**src/rtl/sfa_pkg.sv**
```systemverilog
`timescale 1ns / 1ps
package sfa_pkg;
	localparam int unsigned WordW = 32;
	localparam int unsigned ExpW  = 8;
	localparam int unsigned MantW = 23;
	localparam int unsigned SigW  = MantW + 1;
	localparam int unsigned LzW   = 5;

	// Alignment result handed from stage 1 to stage 2.
	typedef struct packed {
		logic              bypass;
		logic [WordW-1:0]  bypass_word;
		logic              sign_a;
		logic              sign_b;
		logic [ExpW-1:0]   exp;
		logic [SigW-1:0]   sig_a;
		logic [SigW-1:0]   sig_b;
	} align_t;

	// Add/subtract result handed from stage 2 to stage 3.
	typedef struct packed {
		logic              bypass;
		logic [WordW-1:0]  bypass_word;
		logic              sign;
		logic [ExpW-1:0]   exp;
		logic [SigW-1:0]   sig;
		logic              zero;
	} addsub_t;

	// Count leading zeros of a 24-bit significand (nonzero input).
	function automatic logic [LzW-1:0] lead_zeros(input logic [SigW-1:0] v);
		logic [LzW-1:0] n;
		logic           found;
		n = '0;
		found = 1'b0;
		for (int i = SigW - 1; i >= 0; i--) begin
			if (!found && v[i]) begin
				n = LzW'(SigW - 1 - i);
				found = 1'b1;
			end
		end
		return n;
	endfunction
endpackage

```
**src/rtl/single_float_adder.sv**
```systemverilog
`timescale 1ns / 1ps
// A start strobe advances through valid registers vld_s1, vld_s2 and vld_s3 to the done strobe.
// Throughput: one transaction per cycle; busy stays low, the pipeline
// has no stall since the receiver cannot hold results off.
// Stages: align, add/subtract, normalize and pack.
// Reset clears the valid bits only; payload registers are not reset.
module single_float_adder (
	input  logic        clk,
	input  logic        arst_n,
	input  logic        start,
	output logic        busy,
	input  logic [31:0] operand_a,
	input  logic [31:0] operand_b,
	output logic        done,
	output logic [31:0] sum_bits
);
	sfa_pkg::align_t  align_c, align_s1;
	sfa_pkg::addsub_t addsub_c, addsub_s2;
	logic [31:0]      sum_c, sum_s3;
	logic             vld_s1, vld_s2, vld_s3;

	assign busy = 1'b0;

	sfa_align  u_align  (.operand_a(operand_a), .operand_b(operand_b), .aligned(align_c));
	sfa_addsub u_addsub (.aligned(align_s1), .result(addsub_c));
	sfa_norm   u_norm   (.result(addsub_s2), .sum_word(sum_c));

	// Advance valid bits
	always_ff @(posedge clk or negedge arst_n) begin
		if (!arst_n) begin
			vld_s1 <= 1'b0;
			vld_s2 <= 1'b0;
			vld_s3 <= 1'b0;
		end else begin
			vld_s1 <= start && !busy;
			vld_s2 <= vld_s1;
			vld_s3 <= vld_s2;
		end
	end

	// Advance payload
	always_ff @(posedge clk) begin
		align_s1  <= align_c;
		addsub_s2 <= addsub_c;
		sum_s3    <= sum_c;
	end

	assign done = vld_s3;
	assign sum_bits = sum_s3;
endmodule

```
**src/rtl/sfa_align.sv**
```systemverilog
`timescale 1ns / 1ps
module sfa_align (
	input  logic [sfa_pkg::WordW-1:0] operand_a,
	input  logic [sfa_pkg::WordW-1:0] operand_b,
	output sfa_pkg::align_t           aligned
);
	logic [sfa_pkg::ExpW-1:0] ea, eb, shift_amt;
	logic                     a_small;
	logic [sfa_pkg::SigW-1:0] ma, mb;

	// Unpack, pick the larger exponent, shift the other significand; a zero operand bypasses the other
	always_comb begin
		ea = operand_a[sfa_pkg::WordW-2 -: sfa_pkg::ExpW];
		eb = operand_b[sfa_pkg::WordW-2 -: sfa_pkg::ExpW];
		ma = {1'b1, operand_a[sfa_pkg::MantW-1:0]};
		mb = {1'b1, operand_b[sfa_pkg::MantW-1:0]};
		a_small = ea < eb;
		shift_amt = a_small ? eb - ea : ea - eb;
		aligned.sign_a = operand_a[sfa_pkg::WordW-1];
		aligned.sign_b = operand_b[sfa_pkg::WordW-1];
		aligned.exp = a_small ? eb : ea;
		aligned.sig_a = ma;
		aligned.sig_b = mb;
		// shifts of 24 or more already give zero on a 24-bit significand
		if (a_small) begin
			aligned.sig_a = (shift_amt >= 8'd32) ? '0 : ma >> shift_amt;
		end else begin
			aligned.sig_b = (shift_amt >= 8'd32) ? '0 : mb >> shift_amt;
		end
		aligned.bypass = 1'b0;
		aligned.bypass_word = '0;
		if (operand_a[sfa_pkg::WordW-2:0] == '0) begin
			aligned.bypass = 1'b1;
			aligned.bypass_word = operand_b;
		end else if (operand_b[sfa_pkg::WordW-2:0] == '0) begin
			aligned.bypass = 1'b1;
			aligned.bypass_word = operand_a;
		end
	end
endmodule

```
**src/rtl/sfa_addsub.sv**
```systemverilog
`timescale 1ns / 1ps
module sfa_addsub (
	input  sfa_pkg::align_t  aligned,
	output sfa_pkg::addsub_t result
);
	logic [sfa_pkg::SigW:0] total;

	// Add on equal signs, else subtract smaller from larger
	always_comb begin
		result.bypass = aligned.bypass;
		result.bypass_word = aligned.bypass_word;
		result.exp = aligned.exp;
		result.zero = 1'b0;
		total = '0;
		if (aligned.sign_a == aligned.sign_b) begin
			result.sign = aligned.sign_a;
			total = {1'b0, aligned.sig_a} + {1'b0, aligned.sig_b};
			if (total[sfa_pkg::SigW]) begin
				result.sig = total[sfa_pkg::SigW:1];
				result.exp = aligned.exp + 8'd1;
			end else begin
				result.sig = total[sfa_pkg::SigW-1:0];
			end
		end else if (aligned.sig_a > aligned.sig_b) begin
			result.sign = aligned.sign_a;
			result.sig = aligned.sig_a - aligned.sig_b;
		end else begin
			result.sign = aligned.sign_b;
			result.sig = aligned.sig_b - aligned.sig_a;
			result.zero = (aligned.sig_a == aligned.sig_b);
		end
	end
endmodule

```
**src/rtl/sfa_norm.sv**
```systemverilog
`timescale 1ns / 1ps
module sfa_norm (
	input  sfa_pkg::addsub_t          result,
	output logic [sfa_pkg::WordW-1:0] sum_word
);
	logic [sfa_pkg::LzW-1:0]  lz;
	logic [sfa_pkg::SigW-1:0] sig;

	// Left-normalize and pack, or pass the bypass word or a zero result
	always_comb begin
		lz = sfa_pkg::lead_zeros(result.sig);
		sig = result.sig << lz;
		if (result.bypass) begin
			sum_word = result.bypass_word;
		end else if (result.zero) begin
			sum_word = '0;
		end else begin
			sum_word = {result.sign, result.exp - {3'b000, lz},
				sig[sfa_pkg::MantW-1:0]};
		end
	end
endmodule
```
**config.mk**
```make
export PLATFORM = sky130hd
export DESIGN_NAME = single_float_adder
export DESIGN_NICKNAME = d
export VERILOG_FILES = /design/src/rtl/sfa_pkg.sv /design/src/rtl/single_float_adder.sv /design/src/rtl/sfa_align.sv /design/src/rtl/sfa_addsub.sv /design/src/rtl/sfa_norm.sv
export SDC_FILE = /design/constraint.sdc
export NUM_CORES = 1
export LEC_CHECK = 0
export ABC_AREA = 0
export BUFFER_PORTS_ARGS = -buffer_cell sky130_fd_sc_hd__clkbuf_2
export CORE_UTILIZATION = 57
export CTS_BUF_LIST = sky130_fd_sc_hd__clkbuf_8
export DETAILED_ROUTE_END_ITERATION = 10
export PLACE_DENSITY = 0.79
export SLEW_MARGIN = 5
export SYNTH_ARGS = -nofsm -noshare
export SYNTH_HDL_FRONTEND = slang
export SYNTH_SLANG_ARGS = --single-unit
```
**constraint.sdc**
```tcl
create_clock -name clk -period 10.4 [get_ports clk]
set_input_delay 2.08 -clock clk [delete_from_list [all_inputs] [get_ports clk]]
set_output_delay 2.08 -clock clk [all_outputs]
set_load 0.01 [all_outputs]
```
==> results.ini <==
[run_status]
status=complete, but fails checks
violations=DRC

[setup_path]
critPathMaxFanout=43
cp-end-kind=register
critPathArrivalTime_ps=6470
ff2ff_path_depth=11
worst_ep_required_time_ps=10790
crit_path_start_kind=primary input
worst-setup-path-type=in -> reg

[power]
p_per_area_nw_per_um2=235
switchingPower_mw=1.80
netSwitchingFraction_pct=49.3
power_frac_seq_pct=29.5
p_leak_nw=6.57
clkPwrFrac_pct=15.5
internal_power_mw=1.86
finalPower_mw=3.66
ir_drop_v=0.000187
pwr-share-comb_pct=55.1

[layout]
final_layout_size_suffix_gt1_share_pct=13.3
fillers=2254
fin_util_pct=62.1
fin_area_um2=15600
nets=1939
area_delta_synth_final_pct=6.93
finalNonFillerCells=2117

[cts]
cts_tree=built
ctsHoldBuffers=0
h-tree-depth=4
clock_latency_ps=500
clock_path_buffers=2
clock-sinks=193
root_buffer=clkbuf_8
post_cts_resized=0
clkSlewWorstSetupHoldPaths_ps=120
numCtsBuffers=17
cts_setup_buffers=0

[synthesis]
synth_cells=1742
synth_edf_count=0
synthArstFlopShare_pct=1.55
ys_warn_count=0
seq_area_frac_synth_pct=26.6
synth_commonest_cells=190 x dfxtp_1, 164 x nand2_1, 110 x a21oi_1, 107 x o21ai_0, 104 x inv_1
ys_types=104
synth.largest_area_cell=dfxtp_1
syn_area_um2=14600
synth_area_leaders=dfxtp_1 26%, ha_1 8.0%, mux2i_1 5.9%
synth-seq-cells=193
synth_flop_cell=dfxtp_1
synth_fp_nets=1908
yosys.area.top_type_share_pct=26.1
yosysMostFrequentCell=dfxtp_1
syn_avg_cell_area_um2=8.37

[routing]
post_drt_wl_per_cell_um=25.0
firstDrtPassIters=9
wl_um=53000
drc=4
ant_nets=0
vias=14600
routed_via_density=6.90
drtIter0Drc=2216

[grt]
grt_max_degree=56
antenna_found_initial=0
grt_first_pass_wirelength_um=80800
grtUsageTotal_pct=40.4
grt_pass1_vias=13500
grt_overflow_total=0

[min_path]
hold_depth=0
hold_class=reg -> reg

[timing]
setup_viol=0
rsz0062_at_grt=no
fin_crit_ps=6070
fin_worst_hold_slack_ps=334
max_freq_ghz=0.165
worstMarginPinSlew_ps=1040
fin_worst_skew_ps=24.7
setup_ws_ps=4330
finalHoldViolCount=0
setup-tns-final_ps=0
slew_headroom_pct=30.4
slew_violations=0
period_share_pct=58.4

[placement]
routabilityCongestion=1.01
dp_hpwl_um=40500
placement.io_buffers=99
dp.cells=2084
placed_cell_area_um2=15100
dp_slack_ps=3930

[floorplanning]
fp.dieW_um=162
die_area_um2=26200
num_rows=58
start_util_pct=58.1
ios=101
die_y_um=162
core_um2=25100

[job]
drv_cap=0

-- per-layer routing --
metal / vias up / track usage (%) / part of all wire (%) / routed length (um)
li1: 6550 / - / - / -
met1: 6919 / 55.7 / 42 / 22300
met2: 971 / 59.9 / 42 / 22300
met3: 170 / 7.92 / 10 / 5490
met4: 0 / 20.2 / 5.5 / 2930
met5: - / 0 / 0 / 0
-- cells by family after synthesis --
group / count (synthesis) / synth area share, %
AOI/OAI and AO/OA: 571 / 27.9
and+or+nand+nor: 494 / 16.6
buffers and inverters: 213 / 6.50
DFF: 193 / 26.6
muxes: 124 / 10.8
adders and majority gates: 99 / 8.80
xor gates and xnor gates: 47 / 2.87
other: 1 / 0.0257
-- worst paths after layout --
kind	slack, ps	endpoint	from
worst max-delay path	4330	align_s1[31]$_DFF_P_	operand_a[23]
worst min-delay path	330	addsub_s2[57]$_DFF_P_	align_s1[81]$_DFF_P_
worst max register to register	5730	addsub_s2[18]$_DFF_P_	align_s1[17]$_DFF_P_
worst min register to register	330	addsub_s2[57]$_DFF_P_	align_s1[81]$_DFF_P_
max in group asynchronous	8920	done$_DFF_PN0_	arst_n
min in group asynchronous	1350	vld_s1$_DFF_PN0_	arst_n
-- sequential cells by signal (all words and copies together), names as in the netlist --
signal	flops
align_s1	91
addsub_s2	67
vld_s1	1
vld_s2	1
sum_bits	32
done	1
-- power groups by stage --
| stage | clock, mW | combinational (mW) | sequential [mW] |
|---|---|---|---|
| final | 0.567 | 2.02 | 1.08 |
| after global routing | 0.599 | 2.15 | 1.09 |
| after CTS | 0.571 | 1.94 | 1.07 |
| after detailed placement | 0 | 1.94 | 1.09 |
| after global placement | 0 | 1.92 | 1.08 |
| after floorplan | 0 | 1.40 | 1.03 |
-- final cells by class --
type | instances | area [um^2] | share of cell area, %
tap | 330 | 413 | 2.65
clock buffer | 17 | 234 | 1.50
clock inverter | 15 | 238 | 1.52
multi-input combinational | 1336 | 9790 | 62.8
timing repair buffer | 118 | 638 | 4.09
inverter | 107 | 402 | 2.58
sequential | 193 | 3880 | 24.9
antenna | 1 | 2.50 | 0.0160
-- critical path, stage by stage --
cell and delay, ps:
clkbuf_2 120, inv_1 60, ha_1 170, inv_1 60, fa_1 400, a21o_1 240, a221oi_4 420, a211o_4 510
a21o_2 490, buf_4 590, mux2i_1 400, nor3_1 70, a2111oi_0 440, o32ai_1 150, a22o_1 220
-- cells in the final DEF (no fill, tap or decap), types with 7 or more instances in the layout --
cell type  instances
dfxtp_1          190
nand2_1          164
a21oi_1          110
o21ai_0          107
inv_1            104
clkbuf_2          99
nor2_1            95
ha_1              93
mux2i_1           86
a22o_1            52
nor3_1            48
a21o_1            37
xnor2_1           32
nand3_1           32
mux4_2            25
nor4_1            24
o211ai_1          21
nand2b_1          20
nand4_1           20
a211oi_1          19
a22oi_1           19
buf_4             19
o31ai_1           17
clkbuf_8          17
and3_1            16
a31oi_1           16
o22ai_1           16
o221ai_1          15
nor2b_1           14
a221oi_1          12
o21bai_1          12
xor2_1            12
mux2_2            12
and2_1            12
a221o_1           12
or3_1             11
a2111oi_0          9
o21a_1             8
or2_2              7
Power figures use the tool's default switching activity.
